[src/mfde_pkg.sv]
// ----------------------------------------------------------------------------
// mfde_pkg: shared types and constants of the frame store draw engine
// Frame geometry, request codes and the command record passed to the back end.
// ----------------------------------------------------------------------------
package mfde_pkg;
	localparam int ROWS      = 64;
	localparam int COLS      = 128;
	localparam int STRIDE    = (COLS + 7) / 8;
	localparam int FB_BYTES  = ROWS * STRIDE;
	localparam int AW        = $clog2(FB_BYTES);

	localparam logic [2:0] REQ_FILL  = 3'd0;
	localparam logic [2:0] REQ_PIXEL = 3'd1;
	localparam logic [2:0] REQ_COL   = 3'd2;
	localparam logic [2:0] REQ_ROW   = 3'd3;
	localparam logic [2:0] REQ_IMG   = 3'd4;
	localparam logic [2:0] REQ_CLR   = 3'd5;
	localparam logic [2:0] REQ_READ  = 3'd6;

	typedef struct packed {
		logic [2:0]  req_type;
		logic [7:0]  y_pos;
		logic [7:0]  x_pos;
		logic [7:0]  y_end_or_size;
		logic [7:0]  x_end_or_width;
		logic        pixel_value;
		logic [31:0] data;
		logic        last;
		logic [7:0]  margin;
	} cmd_t;

	typedef struct packed {
		logic [7:0] read_data;
		logic [6:0] dirty_top;
		logic [7:0] dirty_left;
		logic [6:0] dirty_bottom;
		logic [7:0] dirty_right;
	} res_t;
endpackage

[src/mfde_if.sv]
// ----------------------------------------------------------------------------
// mfde_req_if / mfde_res_if / mfde_cfg_if: valid-ready channels
// Request, result and configuration write channels.
// ----------------------------------------------------------------------------
interface mfde_req_if;
	logic        valid;
	logic        ready;
	logic [2:0]  req_type;
	logic [7:0]  y_pos;
	logic [7:0]  x_pos;
	logic [7:0]  y_end_or_size;
	logic [7:0]  x_end_or_width;
	logic        pixel_value;
	logic [31:0] data;
	logic        last;
	modport source (output valid, req_type, y_pos, x_pos, y_end_or_size, x_end_or_width,
		pixel_value, data, last, input ready);
	modport sink (input valid, req_type, y_pos, x_pos, y_end_or_size, x_end_or_width,
		pixel_value, data, last, output ready);
endinterface


[src/mfde_front.sv]
// ----------------------------------------------------------------------------
// mfde_front: request intake and command queue
// Capture requests with the margin setting and queue them for the back end.
// ----------------------------------------------------------------------------
module mfde_front import mfde_pkg::*; (
	input  logic clk,
	input  logic arst_n,
	mfde_req_if.sink req,
	input  logic [7:0] margin,
	output logic  cmd_valid,
	input  logic  cmd_take,
	output cmd_t  cmd
);
	cmd_t       q_q [2];
	logic [1:0] cnt_q;
	logic       wp_q, rp_q;
	cmd_t       in_c;

	assign req.ready = (cnt_q != 2'd2);
	assign cmd_valid = (cnt_q != 2'd0);
	assign cmd       = q_q[rp_q];

	always_comb begin
		in_c.req_type       = req.req_type;
		in_c.y_pos          = req.y_pos;
		in_c.x_pos          = req.x_pos;
		in_c.y_end_or_size  = req.y_end_or_size;
		in_c.x_end_or_width = req.x_end_or_width;
		in_c.pixel_value    = req.pixel_value;
		in_c.data           = req.data;
		in_c.last           = req.last;
		in_c.margin         = margin;
	end

	always_ff @(posedge clk) begin
		if (req.valid && req.ready) begin
			q_q[wp_q] <= in_c;
		end
	end

	always_ff @(posedge clk or negedge arst_n) begin
		if (!arst_n) begin
			cnt_q <= '0;
			wp_q  <= 1'b0;
			rp_q  <= 1'b0;
		end else begin
			if (req.valid && req.ready) begin
				wp_q <= ~wp_q;
			end
			if (cmd_take) begin
				rp_q <= ~rp_q;
			end
			cnt_q <= cnt_q + 2'(req.valid && req.ready) - 2'(cmd_take);
		end
	end
endmodule

[src/flat_wrapper.sv]
// flat-port wrapper written by rule: the top's interface ports become plain ports
module mfde_front_flat import mfde_pkg::*;
  (clk, arst_n, margin, cmd_valid, cmd_take, cmd, req_valid, req_req_type, req_y_pos, req_x_pos, req_y_end_or_size, req_x_end_or_width, req_pixel_value, req_data, req_last, req_ready);
  mfde_req_if req_i ();
  input  logic clk;
  input  logic arst_n;
  input  logic [7:0] margin;
  output logic cmd_valid;
  input  logic cmd_take;
  output cmd_t cmd;
  input wire logic [$bits(req_i.valid)-1:0] req_valid;
  input wire logic [$bits(req_i.req_type)-1:0] req_req_type;
  input wire logic [$bits(req_i.y_pos)-1:0] req_y_pos;
  input wire logic [$bits(req_i.x_pos)-1:0] req_x_pos;
  input wire logic [$bits(req_i.y_end_or_size)-1:0] req_y_end_or_size;
  input wire logic [$bits(req_i.x_end_or_width)-1:0] req_x_end_or_width;
  input wire logic [$bits(req_i.pixel_value)-1:0] req_pixel_value;
  input wire logic [$bits(req_i.data)-1:0] req_data;
  input wire logic [$bits(req_i.last)-1:0] req_last;
  output wire logic [$bits(req_i.ready)-1:0] req_ready;
  assign req_i.valid = req_valid;
  assign req_i.req_type = req_req_type;
  assign req_i.y_pos = req_y_pos;
  assign req_i.x_pos = req_x_pos;
  assign req_i.y_end_or_size = req_y_end_or_size;
  assign req_i.x_end_or_width = req_x_end_or_width;
  assign req_i.pixel_value = req_pixel_value;
  assign req_i.data = req_data;
  assign req_i.last = req_last;
  assign req_ready = req_i.ready;
  mfde_front u_core (.clk(clk), .arst_n(arst_n), .req(req_i), .margin(margin), .cmd_valid(cmd_valid), .cmd_take(cmd_take), .cmd(cmd));
endmodule
[config.mk]
export PLATFORM = sky130hd
export DESIGN_NAME = mfde_front_flat
export DESIGN_NICKNAME = d
export VERILOG_FILES = /design/src/mfde_pkg.sv /design/src/mfde_if.sv /design/src/mfde_front.sv /design/src/flat_wrapper.sv
export SDC_FILE = /design/constraint.sdc
export NUM_CORES = 1
export LEC_CHECK = 0
export BUFFER_PORTS_ARGS = -buffer_cell sky130_fd_sc_hd__buf_4
export CELL_PAD_IN_SITES_DETAIL_PLACEMENT = 0
export CELL_PAD_IN_SITES_GLOBAL_PLACEMENT = 2
export CORE_ASPECT_RATIO = 0.75
export CORE_MARGIN = 4
export CORE_UTILIZATION = 38
export CTS_CLUSTER_SIZE = 14
export DETAILED_ROUTE_END_ITERATION = 16
export HOLD_SLACK_MARGIN = 0.12
export MAX_ROUTING_LAYER = met4
export PLACE_DENSITY_LB_ADDON = 0.3
export SLEW_MARGIN = 15
export SYNTH_ARGS = -nofsm -noshare
export SYNTH_HDL_FRONTEND = slang
export SYNTH_SLANG_ARGS = --single-unit
[constraint.sdc]
create_clock -name clk -period 5.4 [get_ports clk]
set_clock_uncertainty 0.2 [all_clocks]
set_input_delay 0.54 -clock clk [delete_from_list [all_inputs] [get_ports clk]]
set_output_delay 0.54 -clock clk [all_outputs]
set_load 0.05 [all_outputs]
Yosys cells after proc, flatten, opt, wreduce, memory -nomap -nowiden

Memory sizes are Yosys's and may differ from the RTL's.
Index checks and enable logic that the tools add are counted.

Register bits after elaboration: 4
Bits in writable memories: 154
Output and inout bits: 79
Word-level logic and storage cells: 13
Memories: 1

Memories:

| name       | words | bits a word | read ports | clocked after Yosys merged registers in | write ports | RTL line         | RTL |
|---|---|---|---|---|---|---|---|
| u_core.q_q | 2     | 77          | 1          | 0                                       | 1           | mfde_front.sv:14 | `cmd_t q_q [2];` |

Add/subtract/negate cells: 2
Equality and inequality tests: 1
Muxes and demuxes: 2
Bitwise operators: 2
Reduce and logical (&&, ||, !) cells: 2

Operators with widths:

| kind                                         | number |
|---|---|
| adder 2 x 1 -> 2 bit                         | 1 |
| 2-to-1 mux 1 bit                             | 2 |
| inequality test 2 bit, second input constant | 1 |
| inverter 1 bit                               | 2 |
| nonzero test 2 bit                           | 1 |
| subtractor 2 x 1 -> 2 bit                    | 1 |
| logical AND 1 bit                            | 1 |

Depth between registers and ports, before layout

Depth in word-level cells: 4
Gate-level depth with buffers: 5
Gate-level depth less buffers: 5

Least setup slack after synthesis

Ideal clock, no wire load.

Path type: register to register
Start point: reg u_core.cnt_q[0]
End point: mem u_core.q_q[0][0] (netlist bit), enable pin
Setup time: 0.513 ns
Data arrival time: 4.266 ns
Data required time: 4.687 ns
Slack: 0.421 ns
Stages on the path, launching flop included: 4
Clock period less this slack: 4.979 ns
Path through: dfrtp_1 -> nand2b_1 -> nand2_1 -> nor2_1

Word-level cells in the longest chain between the ends: 4

Ends and longest elaborated chain:

| item                                   | RTL line           | RTL |
|---|---|---|
| from (decl)                            | mfde_front.sv:15   | `logic [1:0] cnt_q;` |
| from (signal assigned)                 | mfde_front.sv:53   | `cnt_q <= cnt_q + 2'(req.valid && req.ready) - 2'(cmd_take);` |
| inequality test 2 bit                  | mfde_front.sv:19   | `assign req.ready = (cnt_q != 2'd2);` |
| named net req_ready                    | flat_wrapper.sv:20 | `output wire logic [$bits(req_i.ready)-1:0] req_ready;` |
| logical AND 1 bit                      | mfde_front.sv:36   | `if (req.valid && req.ready) begin` |
| 2-to-1 mux 1 bit                       | mfde_front.sv:36   |  |
| 2-to-1 mux 1 bit (not written as such) | mfde_front.sv:37   | `q_q[wp_q] <= in_c;` |
| to (decl)                              | mfde_front.sv:14   |  |

The timed path passes the listed nets, and every way through them passes these cells.

==> impl_metrics.ini <==
[outcome]
status = completed

[floorplanning]
die_h_um = 115.3
start_util_pct = 39.58
pin_count = 160
core_area_um2 = 14740
rows = 38
dieArea_um2 = 17420
fp.dieW_um = 151.1

[power_and_ir_drop]
p_per_area_nw_per_um2 = 596.2
power_leakage_nw = 3.283
peakVddDrop_v = 0.0006083

[route]
first_iter_violations = 143
wl_per_cell_um = 16.64
via_per_inst = 4.492
wirelength_mm = 11.93
route.detailed.drc = 0
vias = 3221
dr.pass1.iters = 4
ant_nets = 0

[timing]
worst_pin_slew_ps = 1107
hold_viol_final = 0
final.setup.tns_ps = 0
period_share_pct = 59.00
finalSetupViolCount = 0
max-slew-margin-rel_pct = 26.20
slew_violations = 0
fin_crit_ps = 3186
finalWorstSetupSlack_ps = 2214
rsz0062_at_grt = false
timing.fmax_mhz = 313.9

[synth]
netlist_instances = 258
synth_edf_count = 154
synth_area_um2 = 5834
yosys_most_used_dff = edfxtp_1
yosysWarnings = 0
yosys.area.top_type = edfxtp_1
synth-seq-cells = 158
synth_seq_area_share_pct = 80.98
synth_common_cells = 154 x edfxtp_1, 57 x mux2_2, 20 x mux2_4, 5 x buf_2
synth_top_area_share_pct = 79.26
synth_area_per_cell_um2 = 22.61
async_reset_ff_share_pct = 2.532
synth.most_common_cell = edfxtp_1
ys_top_cells_by_area = edfxtp_1 79%, mux2_2 11%, mux2_4 5.1%, dfrtp_1 1.7%, buf_6 0.77%
syn-num-nets = 340
yosysUniqueCellTypes = 17

[global_routing]
antenna_found_initial = 0
grt_pass1_vias = 3615
grt_max_degree = 78
grt_first_pass_wirelength_mm = 18.26
grt_usage_pct = 14.53
gr-total-overflow = 0

[clocking]
clockRootBuffer = clkbuf_16
h-tree-depth = 4
cts_sinks = 158
clk_path_buf_depth = 2
clkLatencyLatePin_ps = 410
cts_made_buffers = 17
cts_tree = built
clk_pin_slew_worst_paths_ps = 60
cts_resized = 0

[critical_path]
cp-start-kind = register
crit_path_end_kind = primary output
worst_ep_arrival_time_ps = 2450
r2r_slack_ps = 3150
path_max_fanout = 46
critPathKind = register to primary output
required_ps = 4660

[placement]
pre_cts_ws_ps = 2586
place_area_um2 = 7239
place_congestion = 0.7183
io_buffers = 159

[finish]
synthToLayoutAreaGrowth_pct = 47.18
diodes = 0
drive_above_1_share_pct = 51.45
final_cell_area_um2 = 8587
fin_nets = 590

[worst_hold_path]
hold_path_class = primary input to async pin

[run]
maxCapViolations = 0
final timing paths:
| path | start | to | depth (start not counted) |
|---|---|---|---|
| max in group asynchronous | arst_n | u_core.rp_q | 2 |
| worst max-delay path | u_core.rp_q | cmd[67] | 3 |
| min in group clk | req_valid | u_core.wp_q | 3 |
| worst min-delay path | arst_n | u_core.wp_q | 2 |
| worst min register to register | u_core.wp_q | u_core.wp_q | 1 |
| worst max register to register | u_core.cnt_q[1] | u_core.q_q[0][14] | 4 |
area by class of cell:
| type | instances | area (µm²) |
|---|---|---|
| fillers | 1148 | 6152 |
| flip-flops and latches | 158 | 4728 |
| repair buffers | 240 | 1999 |
| multi-input cells | 90 | 1049 |
| clock buffers | 20 | 436.7 |
| well taps | 200 | 250.2 |
| clock inverters | 8 | 120.1 |
| inverters | 1 | 3.754 |
state kept, by name (all words and copies together) (netlist names):
| name | count |
|---|---|
| u_core.q_q | 154 |
| u_core.cnt_q | 2 |
| u_core.rp_q | 1 |
| u_core.wp_q | 1 |
power breakdown:
| part | internal (mW) | total, mW | switching (mW) | leakage, nW |
|---|---|---|---|---|
| Sequential | 1.68 | 1.82 | 0.136 | 1.47 |
| Clock | 0.713 | 1.14 | 0.429 | 0.269 |
| Combinational | 0.751 | 2.16 | 1.41 | 1.54 |
| Total | 3.15 | 5.12 | 1.97 | 3.28 |
layout by cell type, fill, tap and decap left out, types with 2 or more instances in the layout:
cell,n
xnor2_1,2
bufinv_16,3
clkinv_2,2
edfxtp_1,154
dlygate4sd3_1,79
clkbuf_16,17
buf_4,161
mux2_4,20
mux2_2,57
nand2_1,2
xor2_1,2
clkbuf_1,3
dfrtp_1,3
logic make-up after synthesis:
family	after synthesis	share of synthesized area [%]
simple gates	7	0.6222
buf+inv	10	1.265
flops	158	80.98
fa+ha+maj	1	0.2144
xor+xnor	4	0.6006
mux	78	16.32
critical path, stage by stage, from the launching register on:
cell,delay (ps)
dfrtp_4,830
buf_4,600
mux2_2,410
buf_4,190
metal layers:
metal / vias to the layer above / global-route usage, % / part of all wire [%]
met2: 104 / 22.53 / 48
met3: 18 / 4.571 / 6.2
met5: - / - / 0
met1: 1589 / 18.01 / 44
met4: 0 / 5.435 / 1.4
li1: 1510 / - / -
stage by stage:
step	cells	power (mW)	hold WS (ps)	util [%]
5_1_grt	717	5.347	253.7	58.26
3_5_place_dp	610	3.990	143.8	49.12
3_3_place_gp	610	3.970	140.4	49.12
6_report	717	5.120	264.4	58.26
2_1_floorplan	258	3.404	44.41	-
4_1_cts	717	5.191	239.7	58.26
timing repair:
action	4_1_cts	5_1_grt
hold endpoints to repair	159	0
hold buffers	79	0
setup endpoints to repair	0	0
setup buffers	0	0
Power figures use the tool's default switching activity.
